**config.mk**
```make
export PLATFORM = sky130hd
export DESIGN_NAME = stack_with_remove_by_key
export DESIGN_NICKNAME = d
export VERILOG_FILES = /design/src/design/swrk_pkg.sv /design/src/design/swrk_mem.sv /design/src/design/stack_with_remove_by_key.sv
export VERILOG_INCLUDE_DIRS = /design/src /design/src/design
export SDC_FILE = /design/constraint.sdc
export NUM_CORES = 2
export LEC_CHECK = 0
export BUFFER_PORTS_ARGS = -buffer_cell sky130_fd_sc_hd__buf_2
export CORE_MARGIN = 2
export CORE_UTILIZATION = 30
export DETAILED_ROUTE_END_ITERATION = 16
export HOLD_SLACK_MARGIN = 0.12
export PLACE_DENSITY = 0.45
export SLEW_MARGIN = 20
export SYNTH_ARGS = -nofsm -noshare
export SYNTH_HDL_FRONTEND = slang
export SYNTH_MEMORY_MAX_BITS = 65536
export SYNTH_SLANG_ARGS = --single-unit
```
**constraint.sdc**
```tcl
create_clock -name clk -period 8.2 [get_ports clk]
set_input_delay 0.41 -clock clk [delete_from_list [all_inputs] [get_ports clk]]
set_output_delay 0.41 -clock clk [all_outputs]
set_load 0.01 [all_outputs]
```
**src/design/assert_macros.svh**
```systemverilog
// Assertion macros shared by the stack design
`ifndef ASSERT_MACROS_SVH
`define ASSERT_MACROS_SVH

`ifndef SYNTH
`define ASSERT_CLK(label, clk, rst_n, prop) \
	label: assert property (@(posedge clk) disable iff (!rst_n) prop) \
		else $error("assertion failed");
`define ASSERT_NEVER(label, clk, rst_n, expr) \
	label: assert property (@(posedge clk) disable iff (!rst_n) !(expr)) \
		else $error("forbidden condition seen");
`else
`define ASSERT_CLK(label, clk, rst_n, prop)
`define ASSERT_NEVER(label, clk, rst_n, expr)
`endif

`endif

```
**src/design/swrk_pkg.sv**
```systemverilog
// Package with types, codes and defaults for the keyed stack
`default_nettype none

package swrk_pkg;

	localparam int DEPTH_DEF      = 64;
	localparam int NAME_BYTES_DEF = 8;
	localparam int NAME_W         = 64;
	localparam int AGE_W          = 8;
	localparam int FILL_W         = 7;

	localparam logic [1:0] ACT_PUSH   = 2'd0;
	localparam logic [1:0] ACT_POP    = 2'd1;
	localparam logic [1:0] ACT_REMOVE = 2'd2;
	localparam logic [1:0] ACT_LIST   = 2'd3;

	localparam logic [1:0] ST_DONE     = 2'd0;
	localparam logic [1:0] ST_FULL     = 2'd1;
	localparam logic [1:0] ST_EMPTY    = 2'd2;
	localparam logic [1:0] ST_NOTFOUND = 2'd3;

	typedef struct packed {
		logic [NAME_W-1:0] name;
		logic [AGE_W-1:0]  age;
	} entry_t;

endpackage

`default_nettype wire

```
**src/design/swrk_mem.sv**
```systemverilog
// Record memory: one write port, one read port with registered read data
`default_nettype none

module swrk_mem
	import swrk_pkg::*;
#(
	parameter int DEPTH = DEPTH_DEF,
	parameter int AW    = $clog2(DEPTH)
) (
	input  wire logic          clk,
	input  wire logic          we,
	input  wire logic [AW-1:0] waddr,
	input  wire entry_t        wdata,
	input  wire logic          re,
	input  wire logic [AW-1:0] raddr,
	output      entry_t        rdata
);

	entry_t mem [DEPTH];
	entry_t rdata_q;

	always_ff @(posedge clk) begin
		if (we) begin
			mem[waddr] <= wdata;
		end
	end

	always_ff @(posedge clk) begin
		if (re) begin
			rdata_q <= mem[raddr];
		end
	end

	assign rdata = rdata_q;

endmodule

`default_nettype wire

```
**src/design/stack_with_remove_by_key.sv**
```systemverilog
// Top level of the bounded record stack with remove by key
//
//  channel | valid        | stall        | payload
//  item    | item_valid   | item_stall   | action, name_key, age
//  result  | result_valid | result_stall | out_name, out_age, status, last, fill
//
// Push writes memory and loads the output register directly; its word sits in the output register the next cycle.
// Pop does one memory read, then the output register loads.
// Remove does one memory read per record, with compacting write-back behind it.
// List gives one word per cycle while the output register drains, one read ahead.
// Reset clears the record count and control; memory contents are left as they are.
`default_nettype none

module stack_with_remove_by_key
	import swrk_pkg::*;
#(
	parameter int DEPTH      = DEPTH_DEF,
	parameter int NAME_BYTES = NAME_BYTES_DEF
) (
	input  wire logic              clk,
	input  wire logic              arst_n,
	input  wire logic              item_valid,
	output      logic              item_stall,
	input  wire logic [1:0]        action,
	input  wire logic [NAME_W-1:0] name_key,
	input  wire logic [AGE_W-1:0]  age,
	output      logic              result_valid,
	input  wire logic              result_stall,
	output      logic [NAME_W-1:0] out_name,
	output      logic [AGE_W-1:0]  out_age,
	output      logic [1:0]        status,
	output      logic              last,
	output      logic [FILL_W-1:0] fill
);

`include "assert_macros.svh"

	localparam int AW = $clog2(DEPTH);
	localparam int CW = $clog2(DEPTH + 1);
	localparam logic [NAME_W-1:0] NAME_MASK = {NAME_W{1'b1}} >> (NAME_W - 8 * NAME_BYTES);

	localparam logic [1:0] S_IDLE = 2'd0;
	localparam logic [1:0] S_POP  = 2'd1;
	localparam logic [1:0] S_RM   = 2'd2;
	localparam logic [1:0] S_LIST = 2'd3;

	logic [1:0]        state_q, state_d;
	logic [CW-1:0]     cnt_q, cnt_d;
	logic [CW-1:0]     rd_idx_q, rd_idx_d;
	logic [CW-1:0]     w_q, w_d;
	logic [NAME_W-1:0] key_q, key_d;
	logic              found_q, found_d;
	logic              pend_s1, pend_d;

	logic              out_valid_q;
	logic [NAME_W-1:0] out_name_q;
	logic [AGE_W-1:0]  out_age_q;
	logic [1:0]        status_q;
	logic              last_q;
	logic [FILL_W-1:0] fill_q;

	logic              out_load;
	entry_t            out_ent;
	logic [1:0]        out_st;
	logic              out_last;
	logic [CW-1:0]     out_cnt;

	logic              we, re;
	logic [AW-1:0]     waddr, raddr;
	entry_t            wdata, rdata;

	logic              acc, out_free, match;
	logic [NAME_W-1:0] key_m;

	swrk_mem #(
		.DEPTH (DEPTH),
		.AW    (AW)
	) u_mem (
		.clk   (clk),
		.we    (we),
		.waddr (waddr),
		.wdata (wdata),
		.re    (re),
		.raddr (raddr),
		.rdata (rdata)
	);

	assign item_stall = (state_q != S_IDLE) || (out_valid_q && result_stall);
	assign acc        = item_valid && !item_stall;
	assign out_free   = !out_valid_q || !result_stall;
	assign key_m      = name_key & NAME_MASK;
	assign match      = (rdata.name == key_q);

	always_comb begin
		state_d  = state_q;
		cnt_d    = cnt_q;
		rd_idx_d = rd_idx_q;
		w_d      = w_q;
		key_d    = key_q;
		found_d  = found_q;
		pend_d   = pend_s1;
		we       = 1'b0;
		waddr    = AW'(cnt_q);
		wdata    = '{name: key_m, age: age};
		re       = 1'b0;
		raddr    = '0;
		out_load = 1'b0;
		out_ent  = '0;
		out_st   = ST_DONE;
		out_last = 1'b1;
		out_cnt  = cnt_q;
		case (state_q)
			S_IDLE: begin
				if (acc) begin
					case (action)
						ACT_PUSH: begin
							out_load = 1'b1;
							if (cnt_q >= CW'(DEPTH)) begin
								out_st = ST_FULL;
							end else begin
								we      = 1'b1;
								cnt_d   = cnt_q + 1'b1;
								out_cnt = cnt_q + 1'b1;
							end
						end
						ACT_POP: begin
							if (cnt_q == '0) begin
								out_load = 1'b1;
								out_st   = ST_EMPTY;
							end else begin
								re      = 1'b1;
								raddr   = AW'(cnt_q - 1'b1);
								cnt_d   = cnt_q - 1'b1;
								state_d = S_POP;
							end
						end
						ACT_REMOVE: begin
							key_d = key_m;
							if (cnt_q == '0) begin
								out_load = 1'b1;
								out_st   = ST_NOTFOUND;
							end else begin
								re       = 1'b1;
								raddr    = '0;
								rd_idx_d = CW'(1);
								w_d      = '0;
								pend_d   = 1'b1;
								found_d  = 1'b0;
								state_d  = S_RM;
							end
						end
						ACT_LIST: begin
							if (cnt_q == '0) begin
								out_load = 1'b1;
								out_st   = ST_EMPTY;
							end else begin
								re       = 1'b1;
								raddr    = AW'(cnt_q - 1'b1);
								rd_idx_d = cnt_q - 1'b1;
								state_d  = S_LIST;
							end
						end
						default: begin
							state_d = S_IDLE;
						end
					endcase
				end
			end
			S_POP: begin
				out_load = 1'b1;
				out_ent  = rdata;
				state_d  = S_IDLE;
			end
			S_RM: begin
				if (pend_s1) begin
					if (match) begin
						found_d = 1'b1;
					end else begin
						we    = 1'b1;
						waddr = AW'(w_q);
						wdata = rdata;
						w_d   = w_q + 1'b1;
					end
					if (rd_idx_q < cnt_q) begin
						re       = 1'b1;
						raddr    = AW'(rd_idx_q);
						rd_idx_d = rd_idx_q + 1'b1;
					end else begin
						pend_d = 1'b0;
					end
				end else begin
					cnt_d    = w_q;
					out_load = 1'b1;
					out_st   = found_q ? ST_DONE : ST_NOTFOUND;
					out_cnt  = w_q;
					state_d  = S_IDLE;
				end
			end
			S_LIST: begin
				if (out_free) begin
					out_load = 1'b1;
					out_ent  = rdata;
					out_last = (rd_idx_q == '0);
					if (rd_idx_q == '0) begin
						state_d = S_IDLE;
					end else begin
						re       = 1'b1;
						raddr    = AW'(rd_idx_q - 1'b1);
						rd_idx_d = rd_idx_q - 1'b1;
					end
				end
			end
			default: begin
				state_d = S_IDLE;
			end
		endcase
	end

	always_ff @(posedge clk or negedge arst_n) begin
		if (!arst_n) begin
			state_q     <= S_IDLE;
			cnt_q       <= '0;
			pend_s1     <= 1'b0;
			out_valid_q <= 1'b0;
		end else begin
			state_q <= state_d;
			cnt_q   <= cnt_d;
			pend_s1 <= pend_d;
			if (out_load) begin
				out_valid_q <= 1'b1;
			end else if (!result_stall) begin
				out_valid_q <= 1'b0;
			end
		end
	end

	always_ff @(posedge clk) begin
		rd_idx_q <= rd_idx_d;
		w_q      <= w_d;
		key_q    <= key_d;
		found_q  <= found_d;
		if (out_load) begin
			out_name_q <= out_ent.name;
			out_age_q  <= out_ent.age;
			status_q   <= out_st;
			last_q     <= out_last;
			fill_q     <= FILL_W'(out_cnt);
		end
	end

	assign result_valid = out_valid_q;
	assign out_name     = out_name_q;
	assign out_age      = out_age_q;
	assign status       = status_q;
	assign last         = last_q;
	assign fill         = fill_q;

	`ASSERT_NEVER(a_cnt_range, clk, arst_n, cnt_q > CW'(DEPTH))
	`ASSERT_NEVER(a_out_overrun, clk, arst_n, out_load && out_valid_q && result_stall)
	`ASSERT_CLK(a_rm_order, clk, arst_n, (state_q == S_RM && pend_s1) |-> (w_q < rd_idx_q))
	`ASSERT_CLK(a_full_fill, clk, arst_n, (result_valid && status == ST_FULL) |-> (fill == FILL_W'(DEPTH)))

endmodule

`default_nettype wire

```
Word level (Yosys, flattened, before mapping)
Memory sizes are Yosys's and may differ from the RTL's. A register that Yosys moved wholly into a read port is not among the register bits.
Index checks and enable logic that the tools add are counted.
- flip-flop bits (word level): 172
- latch bits: 0
- memory bits (writable): 4608
- bits in read-only memories: 0
- memories: 1
- memory list (name ; words ; width ; rd ports ; clocked after Yosys merged registers in ; wr ports ; RTL line ; RTL):
    u_mem.mem ; 64 ; 72 ; 1 ; 1 ; 1 ; swrk_mem.sv:19 ; entry_t mem [DEPTH];
- $add $sub $neg: 5
- multipliers: 0
- divide/modulo/power cells: 0
- order comparisons: 2
- equality and inequality tests: 25
- shift operators: 0
- muxes and demuxes: 90
- bitwise gates (word level): 0
- reductions and logical operators: 24
- operators by type and width (operator ; count):
    72-bit 2-to-1 mux ; 4
    72-bit case mux with 2 select lines ; 1
    7-bit 2-to-1 mux ; 17
    7-bit case mux with 2 select lines ; 5
    64-bit == test ; 1
    6-bit 2-to-1 mux ; 10
    1-bit 2-to-1 mux ; 29
    2-bit 2-to-1 mux ; 12
    7-bit by 1-bit adder with 7-bit output (second input constant) ; 3
    7-bit case mux with 3 select lines ; 1
    2-bit inequality test (second input constant) ; 10
    6-bit case mux with 3 select lines ; 1
    7-bit logical NOT ; 2
    7-bit by 1-bit subtractor with 7-bit output (second input constant) ; 2
    2-bit case mux with 3 select lines ; 2
    6-bit AND reduction ; 2
    3-bit inequality test (second input constant) ; 3
    9-bit AND reduction ; 1
    2-bit == test (second input constant) ; 4
    1-bit case mux with 2 select lines ; 4
    2-bit case mux with 4 select lines ; 1
    4-bit AND reduction ; 2
    8-bit AND reduction ; 1
    7-bit >= comparator (second input constant) ; 1
    other kinds (18) ; 27

Depth between registers and ports, before layout
- word-level depth: 8
- depth in mapped cells: 19
- mapped depth without buffers: 13

Cells and area by module
A second synthesis with hierarchy kept.
- cells, all modules: 8331
- area, all modules: 185953.3 um^2
- by module, submodules not included (module ; instances ; cells each ; area each (um^2)):
    swrk_mem ; 1 ; 7627 ; 176954.7
    stack_with_remove_by_key ; 1 ; 704 ; 8998.6

Worst setup path after synthesis
Ideal clock, no wire load.
- path kind: reg-to-reg
- from: reg state_q[0]
- to: mem u_mem.mem[24][0] (netlist name) (enable)
- library setup time: 503 ps
- data arrival time: 4969 ps
- data required time: 7697 ps
- path slack: 2728 ps
- stages on the path, launching flop included: 11
- buffers on the path: 4
- cell sequence: dfrtp_1 > buf_2 > inv_2 > nand2_1 > clkbuf_1 > nor2_1 > and2_1 > clkbuf_1 > clkbuf_1 > a31oi_1 > nor2_1
- cells in the longest elaborated chain, start to end: 8
- ends and longest elaborated chain (what ; RTL line ; RTL):
    from (decl) ; stack_with_remove_by_key.sv:47 ; logic [1:0] state_q, state_d;
    from (signal assigned) ; stack_with_remove_by_key.sv:226 ; state_q <= state_d;
    2-bit nonzero test ; stack_with_remove_by_key.sv:88 ; assign item_stall = (state_q != S_IDLE) || (out_valid_q && result_stall);
    1-bit logical OR ; stack_with_remove_by_key.sv:88 ;
    1-bit logical NOT ; stack_with_remove_by_key.sv:89 ; assign acc = item_valid && !item_stall;
    1-bit logical AND ; stack_with_remove_by_key.sv:89 ;
    1-bit 2-to-1 mux ; stack_with_remove_by_key.sv:114 ; if (acc) begin
    1-bit case mux with 2 select lines ; stack_with_remove_by_key.sv:112 ; case (state_q)
    1-bit 2-to-1 mux ; swrk_mem.sv:23 ; if (we) begin
    1-bit 2-to-1 mux (not written as such) ; swrk_mem.sv:24 ; mem[waddr] <= wdata;
    to (decl) ; swrk_mem.sv:19 ;
Parallel ways exist; a longest one is shown, timed or not.

Final worst setup path
- from: reg u_mem.rdata[55] (netlist name)
- to: mem u_mem.mem[24][69] (netlist name) (enable)
- cells in the longest elaborated chain, start to end: 6
- ends and longest elaborated chain (what ; RTL line ; RTL):
    64-bit == test (*) ; stack_with_remove_by_key.sv:92 ; assign match = (rdata.name == key_q);
    1-bit 2-to-1 mux ; stack_with_remove_by_key.sv:176 ; if (match) begin
    1-bit 2-to-1 mux ; stack_with_remove_by_key.sv:175 ; if (pend_s1) begin
    1-bit case mux with 2 select lines ; stack_with_remove_by_key.sv:112 ;
    1-bit 2-to-1 mux ; swrk_mem.sv:23 ;
    1-bit 2-to-1 mux (not written as such) ; swrk_mem.sv:24 ;
Every way passes the cells marked *; elsewhere a longest branch is shown, timed or not.

==> results.json <==
{
  "syn_nets": 12400,
  "critPathMaxFanout": 33,
  "yosys.area_share.simple_pct": 8.90,
  "drt-total-wl_um": 715000,
  "hold_violations": 0,
  "yosysTopAreaCell": "edfxtp_1",
  "num_vias": 117000,
  "synthMuxAreaShare_pct": 5.69,
  "grtUsageTotal_pct": 21.5,
  "cp.arrival_ps": 7730,
  "dp.cells": 20500,
  "io_pins": 162,
  "totalNegativeSetupSlack_ps": 0,
  "fin_skew_ps": 129,
  "timing.final.setup_violations": 0,
  "yosysMostFrequentCell": "edfxtp_1",
  "synth_edf_count": 4841,
  "cts_made_buffers": 528,
  "seq_area_frac_synth_pct": 76.4,
  "postSynth.asyncResetShare_pct": 0.227,
  "synth_xor_area_share_pct": 0.368,
  "synthAdderAreaFrac_pct": 0.0854,
  "yosysUniqueCellTypes": 67,
  "fp.dieArea_mm2": 0.641,
  "cts.clk_slew.worst_paths_ps": 60,
  "syn_to_final_growth_pct": 16.3,
  "antenna_found_initial": 48,
  "placed_cell_area_mm2": 0.204,
  "cts_resized": 0,
  "io_buffers": 161,
  "via_per_inst": 5.42,
  "synth.cell_area_mm2": 0.191,
  "clock-sinks": 4852,
  "register_area_mm2": 0.146,
  "multi_input_area_mm2": 0.0420,
  "worstPathCellList": "xnor2_1 -> nand4_1 -> nor4_1 -> nand4_1 -> and2_4 -> buf_4 -> nand2b_1 -> nor3_1 -> a21oi_1 -> nor2_4 -> buf_12 -> buf_4",
  "fin_util_pct": 35.0,
  "place_hpwl_um": 391000,
  "synth_area_leaders": "edfxtp_1 (76%), nand2_1 (5.5%), mux4_2 (3.4%), nand3_1 (2.2%), mux2i_1 (1.9%)",
  "core_mm2": 0.632,
  "synth_top_family_by_area": "simple AND/OR/NAND/NOR gates",
  "post_cts_buffers": 0,
  "synth_common_cells": "edfxtp_1 (4841), nand2_1 (2780), nand3_1 (819)",
  "fmax_mhz": 145,
  "slowest_delay_ps": 850,
  "finalCritPeriodShare_pct": 84.3,
  "synth_compound_gate_area_share_pct": 6.56,
  "postCtsHoldBufs": 104,
  "grt_first_pass_wirelength_um": 972000,
  "cap_violations": 0,
  "drtIter0Drc": 15100,
  "syn_area_per_cell_um2": 15.5,
  "routabilityCongestion": 0.814,
  "drtPass1Iterations": 7,
  "stdcell_count": 21600,
  "synth-main-ff-cell": "edfxtp_1",
  "cp_num_buf_inv": 3,
  "rows": 292,
  "power_uw": 81100,
  "relSlewSlack_pct": 17.1,
  "clockRootBuffer": "clkbuf_16",
  "die_y_um": 801,
  "grt_pass1_vias": 111000,
  "grt-ovfl-total": 0,
  "tightest_slew_ps": 1240,
  "final_max_slew_viol_count": 0,
  "grt_start_max_net_pins": 138,
  "final_area_mm2": 0.222,
  "power_density_mw_per_mm2": 366,
  "status": "complete, no violations",
  "htreeDepth": 6,
  "initial_core_util_pct": 30.1,
  "ir_worst_vdd_v": 0.000356,
  "finalCriticalPeriod_ps": 6920,
  "cts_tree": "yes",
  "yosys.area.top_type_share_pct": 76.3,
  "layout-drive-gt1-share_pct": 14.2,
  "hold_path.class": "in -> reg",
  "drc_errors": 0,
  "crit_required_ps": 9010,
  "ys_warn_count": 0,
  "clk_latency_ps": 1110,
  "ys_ff_latch": 4852,
  "leakagePower_uw": 0.0724,
  "end_kind": "flip-flop",
  "fillers": 60400,
  "cpMaxStageDelayCell": "a21oi_1",
  "crit_family": "simple AND/OR/NAND/NOR gates",
  "ant_nets": 0,
  "syn_inst": 12300,
  "critical_path_class": "reg -> reg",
  "start_kind": "flip-flop",
  "cts_buffer_depth": 4,
  "rsz0062_at_grt": "no",
  "wl_per_cell_um": 33.2,
  "die_w_um": 801,
  "nets": 12800
}
==> sequential cells by signal (all words and copies together), names as in the netlist <==
| signal | flops |
|---|---|
| fill | 7 |
| result_valid | 1 |
| w_q | 7 |
| out_age | 8 |
| status | 2 |
| key_q | 64 |
| cnt_q | 7 |
| rd_idx_q | 7 |
| pend_s1 | 1 |
| u_mem.rdata | 72 |
| out_name | 64 |
| state_q | 2 |
| u_mem.mem | 4608 |
| found_q | 1 |
| last | 1 |
==> cell usage in the layout (no fill, tap or decap), types with 77 or more instances in the layout <==
cell type	n
nand2_1	2779
a311oi_1	137
dlygate4sd3_1	104
buf_12	118
a31o_2	107
nand3_1	818
buf_2	161
mux2i_1	354
clkbuf_1	124
buf_4	302
edfxtp_1	4841
a32oi_1	106
o21ai_0	167
a21oi_1	374
mux4_2	288
a31oi_1	241
and2_1	77
clkbuf_16	533
and3_1	117
clkinv_1	127
a22oi_1	109
a221oi_1	108
==> metal layers <==
layer / share of wire (%) / GRT usage (%) / up-vias
met5: 0.0063 / 0 / -
met1: 43 / 30.1 / 62400
met3: 7.3 / 3.47 / 1016
met4: 3.6 / 6.84 / 10
met2: 46 / 34.2 / 4962
li1: - / - / 48500
==> area by class of cell <==
class	instances	share of cell area, %
antenna	24	0.0271
timing repair buffer	690	2.97
inverter	53	0.0898
sequential	4852	65.7
multi-input combinational	6606	19.0
tap	8379	4.73
clock buffer	657	6.23
clock inverter	294	1.28
==> report_power, final <==
group          total, uW  leakage [uW]  switching, uW  internal (uW)
Combinational      26400        0.0206          19000           7380
Sequential         31400        0.0437            909          30500
Clock              23300       0.00809          10300          13000
Total              81100        0.0724          30200          50900
==> cell families after synthesis <==
kind of cell	Yosys count
simple gates	4044
xor+xnor	80
mux	714
buf+inv	841
fa+ha+maj	13
compound gates	1755
flops	4852
==> per-stage QoR <==
stage / hold WS [ps] / worst slack [ps]
6_report: 176 / 1280
5_1_grt: 133 / 1670
4_1_cts: 121 / 1670
3_5_place_dp: 406 / 1700
3_3_place_gp: 403 / 1020
2_1_floorplan: 114 / 2730
==> final timing paths <==
path / start / to / slack (ps) / cells past startpoint
min in group asynchronous: arst_n / cnt_q[3] / 590 / 3
max in group asynchronous: arst_n / cnt_q[5] / 7080 / 3
hold / removal: name_key[21] / key_q[21] / 180 / 2
setup reg to reg: u_mem.rdata[55] / u_mem.mem[24][69] / 1280 / 12
setup / recovery: u_mem.rdata[55] / u_mem.mem[24][69] / 1280 / 12
hold reg to reg: u_mem.rdata[17] / out_name[9] / 620 / 1
No activity file was read; power rests on OpenSTA's default activity.
